$ cat src/hdl/mavg_pkg.sv
// Shared constants, types and helpers for the moving average ring block.
// No dependencies.
`default_nettype none

package mavg_pkg;

    localparam int MAX_WINDOW  = 64;
    localparam int SAMPLE_BITS = 16;
    localparam int SUM_BITS    = 23;
    localparam int OUT_BITS    = 16;
    localparam int WIN_BITS    = 7;
    localparam int POS_BITS    = $clog2(MAX_WINDOW);
    localparam int STEP_BITS   = $clog2(SUM_BITS);

    typedef enum logic {
        FUNC_ADD    = 1'b0,
        FUNC_REFILL = 1'b1
    } t_func;

    // zero acts as one, anything above the ring depth saturates to it
    function automatic logic [WIN_BITS-1:0] eff_window(input logic [WIN_BITS-1:0] raw);
        logic [WIN_BITS-1:0] w;
        w = raw;
        if (raw == '0) begin
            w = WIN_BITS'(1);
        end else if (raw > WIN_BITS'(MAX_WINDOW)) begin
            w = WIN_BITS'(MAX_WINDOW);
        end
        return w;
    endfunction

endpackage

`default_nettype wire

$ cat src/hdl/mavg_div.sv
// Bit-serial signed divider of the running sum by the window size, with
// truncation toward zero and saturation to the output range. Uses mavg_pkg.
`default_nettype none

module mavg_div (
    input  wire logic                          i_clk,
    input  wire logic                          i_rst_n,
    input  wire logic                          i_start,
    input  wire logic [mavg_pkg::SUM_BITS-1:0] i_sum,
    input  wire logic [mavg_pkg::WIN_BITS-1:0] i_divisor,
    output logic                               o_done,
    output logic [mavg_pkg::OUT_BITS-1:0]      o_quotient
);
    import mavg_pkg::*;

    localparam logic [SUM_BITS-1:0] POS_LIMIT = SUM_BITS'((1 << (OUT_BITS - 1)) - 1);
    localparam logic [SUM_BITS-1:0] NEG_LIMIT = SUM_BITS'(1 << (OUT_BITS - 1));
    localparam logic [OUT_BITS-1:0] OUT_MAX   = {1'b0, {(OUT_BITS-1){1'b1}}};
    localparam logic [OUT_BITS-1:0] OUT_MIN   = {1'b1, {(OUT_BITS-1){1'b0}}};

    logic                  r_busy;
    logic                  r_fin;
    logic                  r_done;
    logic [STEP_BITS-1:0]  r_step;
    logic                  r_neg;
    logic [WIN_BITS-1:0]   r_div;
    logic [WIN_BITS-1:0]   r_rem;
    logic [SUM_BITS-1:0]   r_quo;
    logic [OUT_BITS-1:0]   r_q_out;

    logic [WIN_BITS:0]     w_trial;
    logic [WIN_BITS:0]     w_diff;
    logic                  w_ge;
    logic [SUM_BITS-1:0]   w_mag;
    logic [OUT_BITS-1:0]   w_neg_q;

    assign w_trial = {r_rem, r_quo[SUM_BITS-1]};
    assign w_ge    = w_trial >= {1'b0, r_div};
    assign w_diff  = w_trial - {1'b0, r_div};
    assign w_mag   = i_sum[SUM_BITS-1] ? (~i_sum + SUM_BITS'(1)) : i_sum;
    assign w_neg_q = ~r_quo[OUT_BITS-1:0] + OUT_BITS'(1);

    always_ff @(posedge i_clk) begin
        if (!i_rst_n) begin
            r_busy <= 1'b0;
            r_fin  <= 1'b0;
            r_done <= 1'b0;
            r_step <= '0;
        end else begin
            r_done <= 1'b0;
            r_fin  <= 1'b0;
            if (i_start) begin
                r_busy <= 1'b1;
                r_step <= STEP_BITS'(SUM_BITS - 1);
            end else if (r_busy) begin
                r_step <= r_step - STEP_BITS'(1);
                if (r_step == '0) begin
                    r_busy <= 1'b0;
                    r_fin  <= 1'b1;
                end
            end
            if (r_fin) begin
                r_done <= 1'b1;
            end
        end
    end

    always_ff @(posedge i_clk) begin
        if (i_start) begin
            r_neg <= i_sum[SUM_BITS-1];
            r_div <= i_divisor;
            r_rem <= '0;
            r_quo <= w_mag;
        end else if (r_busy) begin
            r_rem <= w_ge ? w_diff[WIN_BITS-1:0] : w_trial[WIN_BITS-1:0];
            r_quo <= {r_quo[SUM_BITS-2:0], w_ge};
        end
        if (r_fin) begin
            if (!r_neg) begin
                r_q_out <= (r_quo > POS_LIMIT) ? OUT_MAX : r_quo[OUT_BITS-1:0];
            end else begin
                r_q_out <= (r_quo > NEG_LIMIT) ? OUT_MIN : w_neg_q;
            end
        end
    end

    assign o_done     = r_done;
    assign o_quotient = r_q_out;

    a_start_idle: assert property (@(posedge i_clk) disable iff (!i_rst_n)
        i_start |-> !r_busy && !r_fin)
        else $error("divider started while busy");

    a_done_after_fin: assert property (@(posedge i_clk) disable iff (!i_rst_n)
        r_fin |=> r_done && !r_busy)
        else $error("divider done not after final step");

    a_fin_pulse: assert property (@(posedge i_clk) disable iff (!i_rst_n)
        r_fin |=> !r_fin)
        else $error("final step lasted more than one cycle");

endmodule

`default_nettype wire

$ cat src/hdl/moving_average_ring_core.sv
// Top level of the boxcar moving average: sample ring, running sum,
// sequencer and output register. Uses mavg_pkg and mavg_div.
//
// channel  dir  handshake                      payload
// cfg      in   i_cfg_valid / o_cfg_ready      i_cfg_window_size
// in       in   i_in_valid  / o_in_ready       i_func, i_value
// out      out  o_out_valid / i_out_ready      o_average
//
// Add item: the result is set by the 23-step serial divider.
// Refill item: one ring entry written per cycle, entries 0 to window size - 1.
// Reset clears ring valid bits, sum, position; window size returns to 64.
// A result waits in the output register; the next item is taken meanwhile,
// and the sequencer holds its finished result until that register is free.
`default_nettype none

module moving_average_ring_core (
    input  wire logic                             i_clk,
    input  wire logic                             i_rst_n,
    input  wire logic                             i_cfg_valid,
    output logic                                  o_cfg_ready,
    input  wire logic [mavg_pkg::WIN_BITS-1:0]    i_cfg_window_size,
    input  wire logic                             i_in_valid,
    output logic                                  o_in_ready,
    input  wire logic                             i_func,
    input  wire logic signed [mavg_pkg::SAMPLE_BITS-1:0] i_value,
    output logic                                  o_out_valid,
    input  wire logic                             i_out_ready,
    output logic signed [mavg_pkg::OUT_BITS-1:0]  o_average
);
    import mavg_pkg::*;

    typedef enum logic [2:0] {
        S_IDLE,
        S_READ,
        S_DIV,
        S_FILL,
        S_PUT
    } t_state;

    t_state                  r_state;
    logic [WIN_BITS-1:0]     r_win_reg;
    logic [WIN_BITS-1:0]     r_win;
    logic [POS_BITS-1:0]     r_pos;
    logic [POS_BITS-1:0]     r_cnt;
    logic [SUM_BITS-1:0]     r_sum;
    logic [SAMPLE_BITS-1:0]  r_value;
    logic [OUT_BITS-1:0]     r_result;
    logic                    r_out_valid;
    logic [OUT_BITS-1:0]     r_average;
    logic [MAX_WINDOW-1:0]   r_valid;
    logic [SAMPLE_BITS-1:0]  r_mem [MAX_WINDOW];
    logic [SAMPLE_BITS-1:0]  r_rd_data;
    logic                    r_rd_vld;

    logic                    w_in_acc;
    logic [WIN_BITS-1:0]     w_win_eff;
    logic signed [SUM_BITS:0] w_prod;
    logic [SAMPLE_BITS-1:0]  w_old;
    logic [SUM_BITS-1:0]     n_sum;
    logic [WIN_BITS-1:0]     w_pos_inc;
    logic                    w_wr_en;
    logic [POS_BITS-1:0]     w_wr_addr;
    logic                    w_out_free;
    logic                    w_div_done;
    logic [OUT_BITS-1:0]     w_div_q;

    assign o_cfg_ready = 1'b1;
    assign o_in_ready  = (r_state == S_IDLE);
    assign w_in_acc    = i_in_valid && o_in_ready;
    assign w_win_eff   = eff_window(r_win_reg);
    assign w_prod      = $signed({{(SUM_BITS+1-SAMPLE_BITS){i_value[SAMPLE_BITS-1]}}, i_value})
                         * $signed({{(SUM_BITS+1-WIN_BITS){1'b0}}, w_win_eff});
    assign w_old       = r_rd_vld ? r_rd_data : '0;
    assign n_sum       = r_sum + {{(SUM_BITS-SAMPLE_BITS){r_value[SAMPLE_BITS-1]}}, r_value}
                         - {{(SUM_BITS-SAMPLE_BITS){w_old[SAMPLE_BITS-1]}}, w_old};
    assign w_pos_inc   = {1'b0, r_pos} + WIN_BITS'(1);
    assign w_wr_en     = (r_state == S_READ) || (r_state == S_FILL);
    assign w_wr_addr   = (r_state == S_FILL) ? r_cnt : r_pos;
    assign w_out_free  = !r_out_valid || i_out_ready;

    mavg_div u_div (
        .i_clk      (i_clk),
        .i_rst_n    (i_rst_n),
        .i_start    (r_state == S_READ),
        .i_sum      (n_sum),
        .i_divisor  (r_win),
        .o_done     (w_div_done),
        .o_quotient (w_div_q)
    );

    always_ff @(posedge i_clk) begin
        if (!i_rst_n) begin
            r_state     <= S_IDLE;
            r_win_reg   <= WIN_BITS'(MAX_WINDOW);
            r_pos       <= '0;
            r_sum       <= '0;
            r_out_valid <= 1'b0;
            r_valid     <= '0;
        end else begin
            if (i_cfg_valid) begin
                r_win_reg <= i_cfg_window_size;
            end
            if (i_out_ready) begin
                r_out_valid <= 1'b0;
            end
            if (w_wr_en) begin
                r_valid[w_wr_addr] <= 1'b1;
            end
            case (r_state)
                S_IDLE: begin
                    if (w_in_acc) begin
                        if (t_func'(i_func) == FUNC_REFILL) begin
                            r_sum   <= w_prod[SUM_BITS-1:0];
                            r_pos   <= '0;
                            r_state <= S_FILL;
                        end else begin
                            r_state <= S_READ;
                        end
                    end
                end
                S_READ: begin
                    r_sum   <= n_sum;
                    r_pos   <= (w_pos_inc >= r_win) ? '0 : w_pos_inc[POS_BITS-1:0];
                    r_state <= S_DIV;
                end
                S_DIV: begin
                    if (w_div_done) begin
                        r_state <= S_PUT;
                    end
                end
                S_FILL: begin
                    if ({1'b0, r_cnt} == r_win - WIN_BITS'(1)) begin
                        r_state <= S_PUT;
                    end
                end
                S_PUT: begin
                    if (w_out_free) begin
                        r_out_valid <= 1'b1;
                        r_state     <= S_IDLE;
                    end
                end
                default: begin
                    r_state <= S_IDLE;
                end
            endcase
        end
    end

    always_ff @(posedge i_clk) begin
        if (w_in_acc) begin
            r_value   <= i_value;
            r_win     <= w_win_eff;
            r_cnt     <= '0;
            r_rd_data <= r_mem[r_pos];
            r_rd_vld  <= r_valid[r_pos];
            r_result  <= i_value;
        end
        if (r_state == S_FILL) begin
            r_cnt <= r_cnt + POS_BITS'(1);
        end
        if (w_div_done) begin
            r_result <= w_div_q;
        end
        if ((r_state == S_PUT) && w_out_free) begin
            r_average <= r_result;
        end
    end

    always_ff @(posedge i_clk) begin
        if (w_wr_en) begin
            r_mem[w_wr_addr] <= r_value;
        end
    end

    assign o_out_valid = r_out_valid;
    assign o_average   = r_average;

    a_add_reads: assert property (@(posedge i_clk) disable iff (!i_rst_n)
        w_in_acc && (t_func'(i_func) == FUNC_ADD) |=> r_state == S_READ)
        else $error("add item did not go to ring read");

    a_fill_bound: assert property (@(posedge i_clk) disable iff (!i_rst_n)
        (r_state == S_FILL) |-> ({1'b0, r_cnt} < r_win))
        else $error("refill walked past the window");

    a_div_wait: assert property (@(posedge i_clk) disable iff (!i_rst_n)
        w_div_done |-> r_state == S_DIV)
        else $error("divider result outside the wait state");

    a_out_load: assert property (@(posedge i_clk) disable iff (!i_rst_n)
        $rose(r_out_valid) |-> $past(r_state) == S_PUT)
        else $error("result shown without a finished item");

endmodule

`default_nettype wire
$ cat config.mk
export PLATFORM = sky130hd
export DESIGN_NAME = moving_average_ring_core
export DESIGN_NICKNAME = d
export VERILOG_FILES = /design/src/hdl/mavg_pkg.sv /design/src/hdl/mavg_div.sv /design/src/hdl/moving_average_ring_core.sv
export SDC_FILE = /design/constraint.sdc
export NUM_CORES = 2
export LEC_CHECK = 0
export BUFFER_PORTS_ARGS = -buffer_cell sky130_fd_sc_hd__buf_4
export CAP_MARGIN = 20
export CORE_MARGIN = 1
export CORE_UTILIZATION = 55
export CTS_CLUSTER_SIZE = 30
export DETAILED_ROUTE_END_ITERATION = 16
export GPL_TIMING_DRIVEN = 0
export PLACE_DENSITY = 0.78
export SYNTH_ARGS = -nofsm -noshare
export SYNTH_HDL_FRONTEND = slang
export SYNTH_HIERARCHICAL = 1
export SYNTH_SLANG_ARGS = --single-unit
$ cat constraint.sdc
create_clock -name i_clk -period 12 [get_ports i_clk]
set_clock_uncertainty 0.1 [all_clocks]
set_input_delay 0.6 -clock i_clk [delete_from_list [all_inputs] [get_ports i_clk]]
set_output_delay 0.6 -clock i_clk [all_outputs]
set_load 0.01 [all_outputs]
# Yosys cells after proc, flatten, opt, wreduce, memory -nomap -nowiden
# Memories as Yosys holds them, arrays and structs flattened. A register that Yosys moved wholly into a read port is not among the register bits.
# Index checks and enable logic that the tools add are counted.
dict set report op_classes {
  add_sub_neg 9
  multipliers 1
  magnitude_cmp 8
  n_eq_ne 10
  mux 44
  bitwise 5
  n_reduce_logical 17
}
# operator count
set ops {}
lappend ops {{two-way mux 23 bit} 5}
lappend ops {{two-way mux 16 bit} 6}
lappend ops {{OR 64 bit} 1}
lappend ops {{case mux 23 bit (2 select lines)} 1}
lappend ops {{two-way mux 6 bit} 6}
lappend ops {{adder 23 x 1 -> 23 bit (second input constant)} 1}
lappend ops {{adder 23 bit} 1}
lappend ops {{greater-than comparator 23 x 15 -> 1 bit (second input constant)} 1}
lappend ops {{greater-than comparator 23 x 16 -> 1 bit (second input constant)} 1}
lappend ops {{multiplier 16 x 8 -> 23 bit} 1}
lappend ops {{NOT 23 bit} 1}
lappend ops {{subtractor 23 bit} 1}
lappend ops {{two-way mux 7 bit} 3}
lappend ops {{adder 16 x 1 -> 16 bit (second input constant)} 1}
lappend ops {{NOT 16 bit} 1}
lappend ops {{case mux 3 bit (5 select lines)} 1}
lappend ops {{less-than comparator 6 x 7 -> 1 bit (second input constant)} 2}
lappend ops {{two-way mux 1 bit} 12}
lappend ops {{two-way mux 3 bit} 4}
lappend ops {{case mux 6 bit (2 select lines)} 1}
lappend ops {{two-way mux 5 bit} 2}
lappend ops {{greater-or-equal comparator 8 x 7 -> 1 bit} 1}
lappend ops {{!= test 2 x 1 -> 1 bit (second input constant)} 4}
lappend ops {{nonzero test 2 bit} 4}
lappend ops {{27 further kinds} 32}
dict set report totals {
  regBits 228
  ram_bits 1024
  inputBits 29
  out_inout_bits 19
  wordCells 117
  mem_count 1
}
# name words word_bits rd rd_clocked_by_memory_dff write_ports line_no
set mem_list {}
lappend mem_list {r_mem 64 16 1 1 1 moving_average_ring_core.sv:51} ;# logic [SAMPLE_BITS-1:0] r_mem [MAX_WINDOW];

# Longest topological paths before layout
dict set report logic_depth {
  ltp_word 7
  mapped_depth 20
}

# Cells and area by module
# The synthesis kept the hierarchy.
# mod n_inst cells_each area_per_inst_um2 seq_area_each_um2
set modules_own_cells {}
lappend modules_own_cells {moving_average_ring_core 1 2834 52187.6 35173.7}
lappend modules_own_cells {mavg_div 1 431 4006.3 1711.6}

# Worst setup path after synthesis
# OpenSTA, ideal clock, no wires.
dict set report synth_path {
  path_kind {register to register}
  startpoint {register r_win_reg[6]}
  endpoint {register r_sum[20]}
  setup_time_ps 119
  arrival_ps 5048
  t_required_ps 11781
  setup_slack_ps 6733
  path_stages_with_launch 21
  path_buffers 2
  synth_period_minus_slack_ps 5267
  cell_sequence {dfxtp_1 clkbuf_1 nor2b_1 clkbuf_1 nand2_1 fa_1 inv_1 fa_1 fa_1 inv_1 fa_1 inv_1 ha_1 a21oi_1 nor2_1 or3_1 nor3_1 a21oi_1 or4_1 a31oi_1 nor3_1}
}
dict set report synth_via {
  elab_chain_len 7
  elab_cells_between_ends 8
  classes_between {mul (1); order compare (1); mux (5); reduce/logical (1)}
}
# element line_no
set synth_lines {}
lappend synth_lines {{from (decl)} moving_average_ring_core.sv:41} ;# logic [WIN_BITS-1:0] r_win_reg;
lappend synth_lines {{from (signal assigned)} moving_average_ring_core.sv:94} ;# r_win_reg <= WIN_BITS'(MAX_WINDOW);
lappend synth_lines {{from (signal assigned)} moving_average_ring_core.sv:101} ;# r_win_reg <= i_cfg_window_size;
lappend synth_lines {{greater-than comparator 7 bit} mavg_pkg.sv:26} ;# end else if (raw > WIN_BITS'(MAX_WINDOW)) begin
lappend synth_lines {{two-way mux 7 bit} mavg_pkg.sv:26}
lappend synth_lines {{two-way mux 7 bit *} mavg_pkg.sv:24} ;# if (raw == '0) begin
lappend synth_lines {{via w_win_eff[2]} moving_average_ring_core.sv:56} ;# logic [WIN_BITS-1:0] w_win_eff;
lappend synth_lines {{multiplier 16 x 8 -> 23 bit *} moving_average_ring_core.sv:72} ;# * $signed({{(SUM_BITS+1-WIN_BITS){1'b0}}, w_win_eff});
lappend synth_lines {{two-way mux 23 bit *} moving_average_ring_core.sv:112} ;# if (t_func'(i_func) == FUNC_REFILL) begin
lappend synth_lines {{two-way mux 23 bit *} moving_average_ring_core.sv:111} ;# if (w_in_acc) begin
lappend synth_lines {{case mux 23 bit (2 select lines) *} moving_average_ring_core.sv:109} ;# case (r_state)
lappend synth_lines {{to (signal assigned)} moving_average_ring_core.sv:113} ;# r_sum <= w_prod[SUM_BITS-1:0];
lappend synth_lines {{to (signal assigned)} moving_average_ring_core.sv:122} ;# r_sum <= n_sum;
lappend synth_lines {{to (decl)} moving_average_ring_core.sv:45} ;# logic [SUM_BITS-1:0] r_sum;
# Mark *: on every way through the listed nets, which the timed path passes. The rest lies on a longest branch. The select of a mux whose other input is x is not followed.
# A chain may end at the register's enable or synchronous reset.

# Final worst setup path
dict set report layout_path {
  startpoint {register r_win_reg[6]}
  endpoint {register r_sum[22]}
}
# The elaborated chain is that of the path after synthesis.

==> results.json <==
{
  "slew_violations": 0,
  "num_vias": 32100,
  "place_ws_ns": 5.63,
  "largestRegisters": "r_mem: 1024 flops, r_valid: 64 flops",
  "dieArea_sq_um": 103000,
  "regArea_sq_um": 36900,
  "placed_cell_area_sq_um": 60100,
  "synth-seq-cells": 1268,
  "multi_input_area_sq_um": 17900,
  "critPathKind": "reg2reg",
  "antenna_found_initial": 2,
  "dr.pass1.iters": 6,
  "cp_slowest_cell": "clkbuf_1",
  "hold_path_end": "r_win_reg[3]",
  "synth_seq_area_share_pct": 65.6,
  "worstMarginPinSlew_ns": 1.14,
  "r2r-start": "r_win_reg[6]",
  "relSlewSlack_pct": 24.1,
  "hold_start": "i_cfg_window_size[3]",
  "routed_via_density": 6.43,
  "status": "complete, no violations",
  "hold_viol_final": 0,
  "cts_root_buffer": "clkbuf_16",
  "cp-end-kind": "flop",
  "yosys_warnings": 6,
  "num_io_pins": 48,
  "r2r_end": "r_sum[22]",
  "crit_path_frequent_cell": "fa_1",
  "fill_cells": 6745,
  "synth_edf_count": 1149,
  "r2r_slack_ns": 5.49,
  "largest_register_ffs": 1024,
  "crit_buf_inv": 5,
  "die_h_um": 322,
  "wl_um": 146000,
  "hold_depth": 3,
  "rr_worst_depth": 19,
  "drcViolationCount": 0,
  "post_cts_resized": 0,
  "setup_tns_ns": 0,
  "io_buffers": 45,
  "post_drt_wl_per_cell_um": 29.2,
  "rows": 116,
  "fin_crit_sh_pct": 54.2,
  "clkTransAtPathRegs_ns": 0.07,
  "rsz0062_at_grt": "no",
  "grt_max_degree": 42,
  "p_leak_nw": 21.7,
  "final.setup.worst_slack_ns": 5.49,
  "cp_cell_sequence": "clkbuf_1 -> nor2b_1 -> clkbuf_1 -> nand2_1 -> fa_1 -> fa_1 -> inv_1 -> fa_1 -> inv_1 -> fa_1 -> inv_1 -> ha_1 -> nor2b_1 -> o31a_1 -> o21ai_0 -> a21oi_1 -> a311oi_1 -> xnor2_1 -> a211oi_1",
  "clock_sinks": 1268,
  "critPathLaunchType": "flop",
  "grt_overflow": 0,
  "power_density_nw_per_um2": 175,
  "htree_levels": 4,
  "synth_nets": 3491,
  "synth_cells": 3265,
  "synth_top_flop_cell": "edfxtp_1",
  "synthArstFlopShare_pct": 0,
  "cts_tree": "built",
  "final_antenna_net_count": 0,
  "finalSetupViolations": 0,
  "cap_violations": 0,
  "clockBufferDepth": 3,
  "critPathMaxFanout": 10,
  "regMostFlops": "r_mem",
  "grt_pass1_vias": 32000,
  "layout.nets": 3762,
  "area_delta_synth_final_pct": 14.8,
  "stdcell_area_sq_um": 64500,
  "dieWidth_um": 322,
  "cts-buffers-inserted": 131,
  "grt_use_total_pct": 28.7,
  "yosysUniqueCellTypes": 78,
  "hold_class": "in2reg",
  "core-area_sq_um": 101000,
  "synth_area_sq_um": 56200,
  "drtIter0Drc": 4024,
  "max_freq_mhz": 154,
  "avgSynthCellArea_sq_um": 17.2,
  "start_util_pct": 55.8,
  "arrival_ns": 7.05,
  "irDropWorstVdd_mv": 0.136,
  "routabilityCongestion": 0.979,
  "drive_above_1_share_pct": 22.5,
  "grt_pass1_wl_um": 214000,
  "period_needed_ns": 6.51,
  "insertion_delay_ns": 0.75,
  "hold_ws_ns": 0.0404,
  "crit_path_max_incr_delay_ns": 0.59,
  "path_delay_family": "adder cells",
  "worstPathRequired_ns": 12.54,
  "hpwlAfterDp_um": 97400
}
## worst max-delay path by stage
stage | startpoint | endpoint | slack, ns | cells after the start
3_5_place_dp | r_win_reg[6] | r_sum[20] | 5.63 | 20
2_1_floorplan | r_win_reg[6] | r_sum[20] | 6.73 | 20
3_3_place_gp | r_value[6] | u_div/r_quo[20] | 5.24 | 15
5_1_grt | r_win_reg[6] | r_sum[22] | 5.21 | 20
6_report | r_win_reg[6] | r_sum[22] | 5.49 | 19
4_1_cts | r_win_reg[6] | r_sum[22] | 5.60 | 20
## per-layer routing
| layer | global-route usage (%) | vias up | routed length, um |
|---|---|---|---|
| li1 | - | 13200 | - |
| met1 | 38.3 | 16500 | 54500 |
| met2 | 45.8 | 1968 | 70500 |
| met3 | 6.00 | 390 | 13800 |
| met4 | 13.0 | 0 | 7240 |
| met5 | 0 | - | 0 |
## area by class of cell
type / count / area share [%]
Tap cell: 1357 / 2.63
Clock buffer: 167 / 5.46
Clock inverter: 68 / 1.25
Antenna cell: 1 / 0.00388
Buffer: 148 / 0.974
Sequential cell: 1268 / 57.2
Multi-Input combinational cell: 1586 / 27.7
Inverter: 263 / 1.53
Timing Repair Buffer: 138 / 3.27
## cells in the final DEF, fill, tap and decap left out, types with 11 or more instances in the layout
cell type | synthesis | layout
nand4_1 | 12 | 12
bufinv_16 | 0 | 11
ha_1 | 90 | 90
clkinv_2 | 0 | 24
o21a_1 | 73 | 73
and3_1 | 18 | 18
nor3_1 | 35 | 35
nor2b_1 | 30 | 30
xnor2_1 | 46 | 46
buf_2 | 24 | 25
buf_1 | 18 | 18
mux2_2 | 19 | 19
a211oi_1 | 21 | 21
buf_4 | 5 | 50
a21o_1 | 16 | 16
nand3_1 | 23 | 23
nor2_1 | 139 | 74
o21ai_0 | 53 | 53
inv_1 | 261 | 260
a31oi_1 | 11 | 11
clkinv_1 | 2 | 15
fa_1 | 107 | 107
o22ai_1 | 11 | 11
nand2b_1 | 20 | 20
mux4_2 | 357 | 357
clkbuf_16 | 0 | 135
nor2_2 | 0 | 65
edfxtp_1 | 1149 | 1149
clkbuf_1 | 97 | 127
a21oi_1 | 69 | 69
xor2_1 | 28 | 28
or3_1 | 12 | 12
nand2_1 | 116 | 116
dfxtp_1 | 119 | 119
buf_16 | 0 | 32
mux2i_1 | 12 | 12
buf_8 | 0 | 52
and2_1 | 103 | 103
## synthesized netlist by cell type, types with 19 or more instances
cell,n,share of area (%)
and2_1,103,1.1
nor2_1,139,0.93
xnor2_1,46,0.72
nand2b_1,20,0.22
mux4_2,357,14
a21oi_1,69,0.61
dfxtp_1,119,4.2
nor3_1,35,0.31
edfxtp_1,1149,61
xor2_1,28,0.44
a211oi_1,21,0.28
fa_1,107,3.8
nand3_1,23,0.20
o21ai_0,53,0.47
clkbuf_1,97,0.65
nand2_1,116,0.77
inv_1,261,1.7
buf_2,24,0.21
o21a_1,73,0.98
ha_1,90,2.0
mux2_2,19,0.38
nor2b_1,30,0.33
## worst reg2reg max path: stages (launching register included)
cell      delay [ns]
dfxtp_1         0.35
clkbuf_1        0.27
nor2b_1         0.56
clkbuf_1        0.59
nand2_1         0.18
fa_1            0.53
fa_1            0.54
inv_1           0.06
fa_1            0.50
inv_1           0.05
fa_1            0.49
inv_1           0.05
ha_1            0.31
nor2b_1         0.16
o31a_1          0.29
o21ai_0         0.36
a21oi_1         0.23
a311oi_1        0.36
xnor2_1         0.18
a211oi_1        0.25
## cell families (layout without fill, tap and decap cells)
group	count (synthesis)	count (layout)	share of synthesized area, %
buf+inv	411	784	2.87
flops	1268	1268	65.6
fa+ha+maj	197	197	5.82
mux	389	389	14.9
xor+xnor	74	74	1.15
simple gates	559	559	5.07
compound gates	366	366	4.51
other cells	1	2	0.00667
## through the flow
step	power, mW	instances	utilization [%]
after global placement	7.11	4667	57.8
after detailed placement	7.21	4751	59.6
after floorplan	6.52	3265	-
final	11.3	4996	64.0
after CTS	11.3	4991	64.0
after global routing	11.6	4995	64.0
## where the power goes
group          switching [mW]  internal (mW)
Clock                    1.75           2.34
Combinational            1.30          0.784
Sequential              0.107           4.99
## what timing repair did
action / CTS / global route
setup buffers: 0 / 0
hold endpoints to repair: 5 / 0
hold buffers: 5 / 0
No activity file was read; power rests on OpenSTA's default activity.
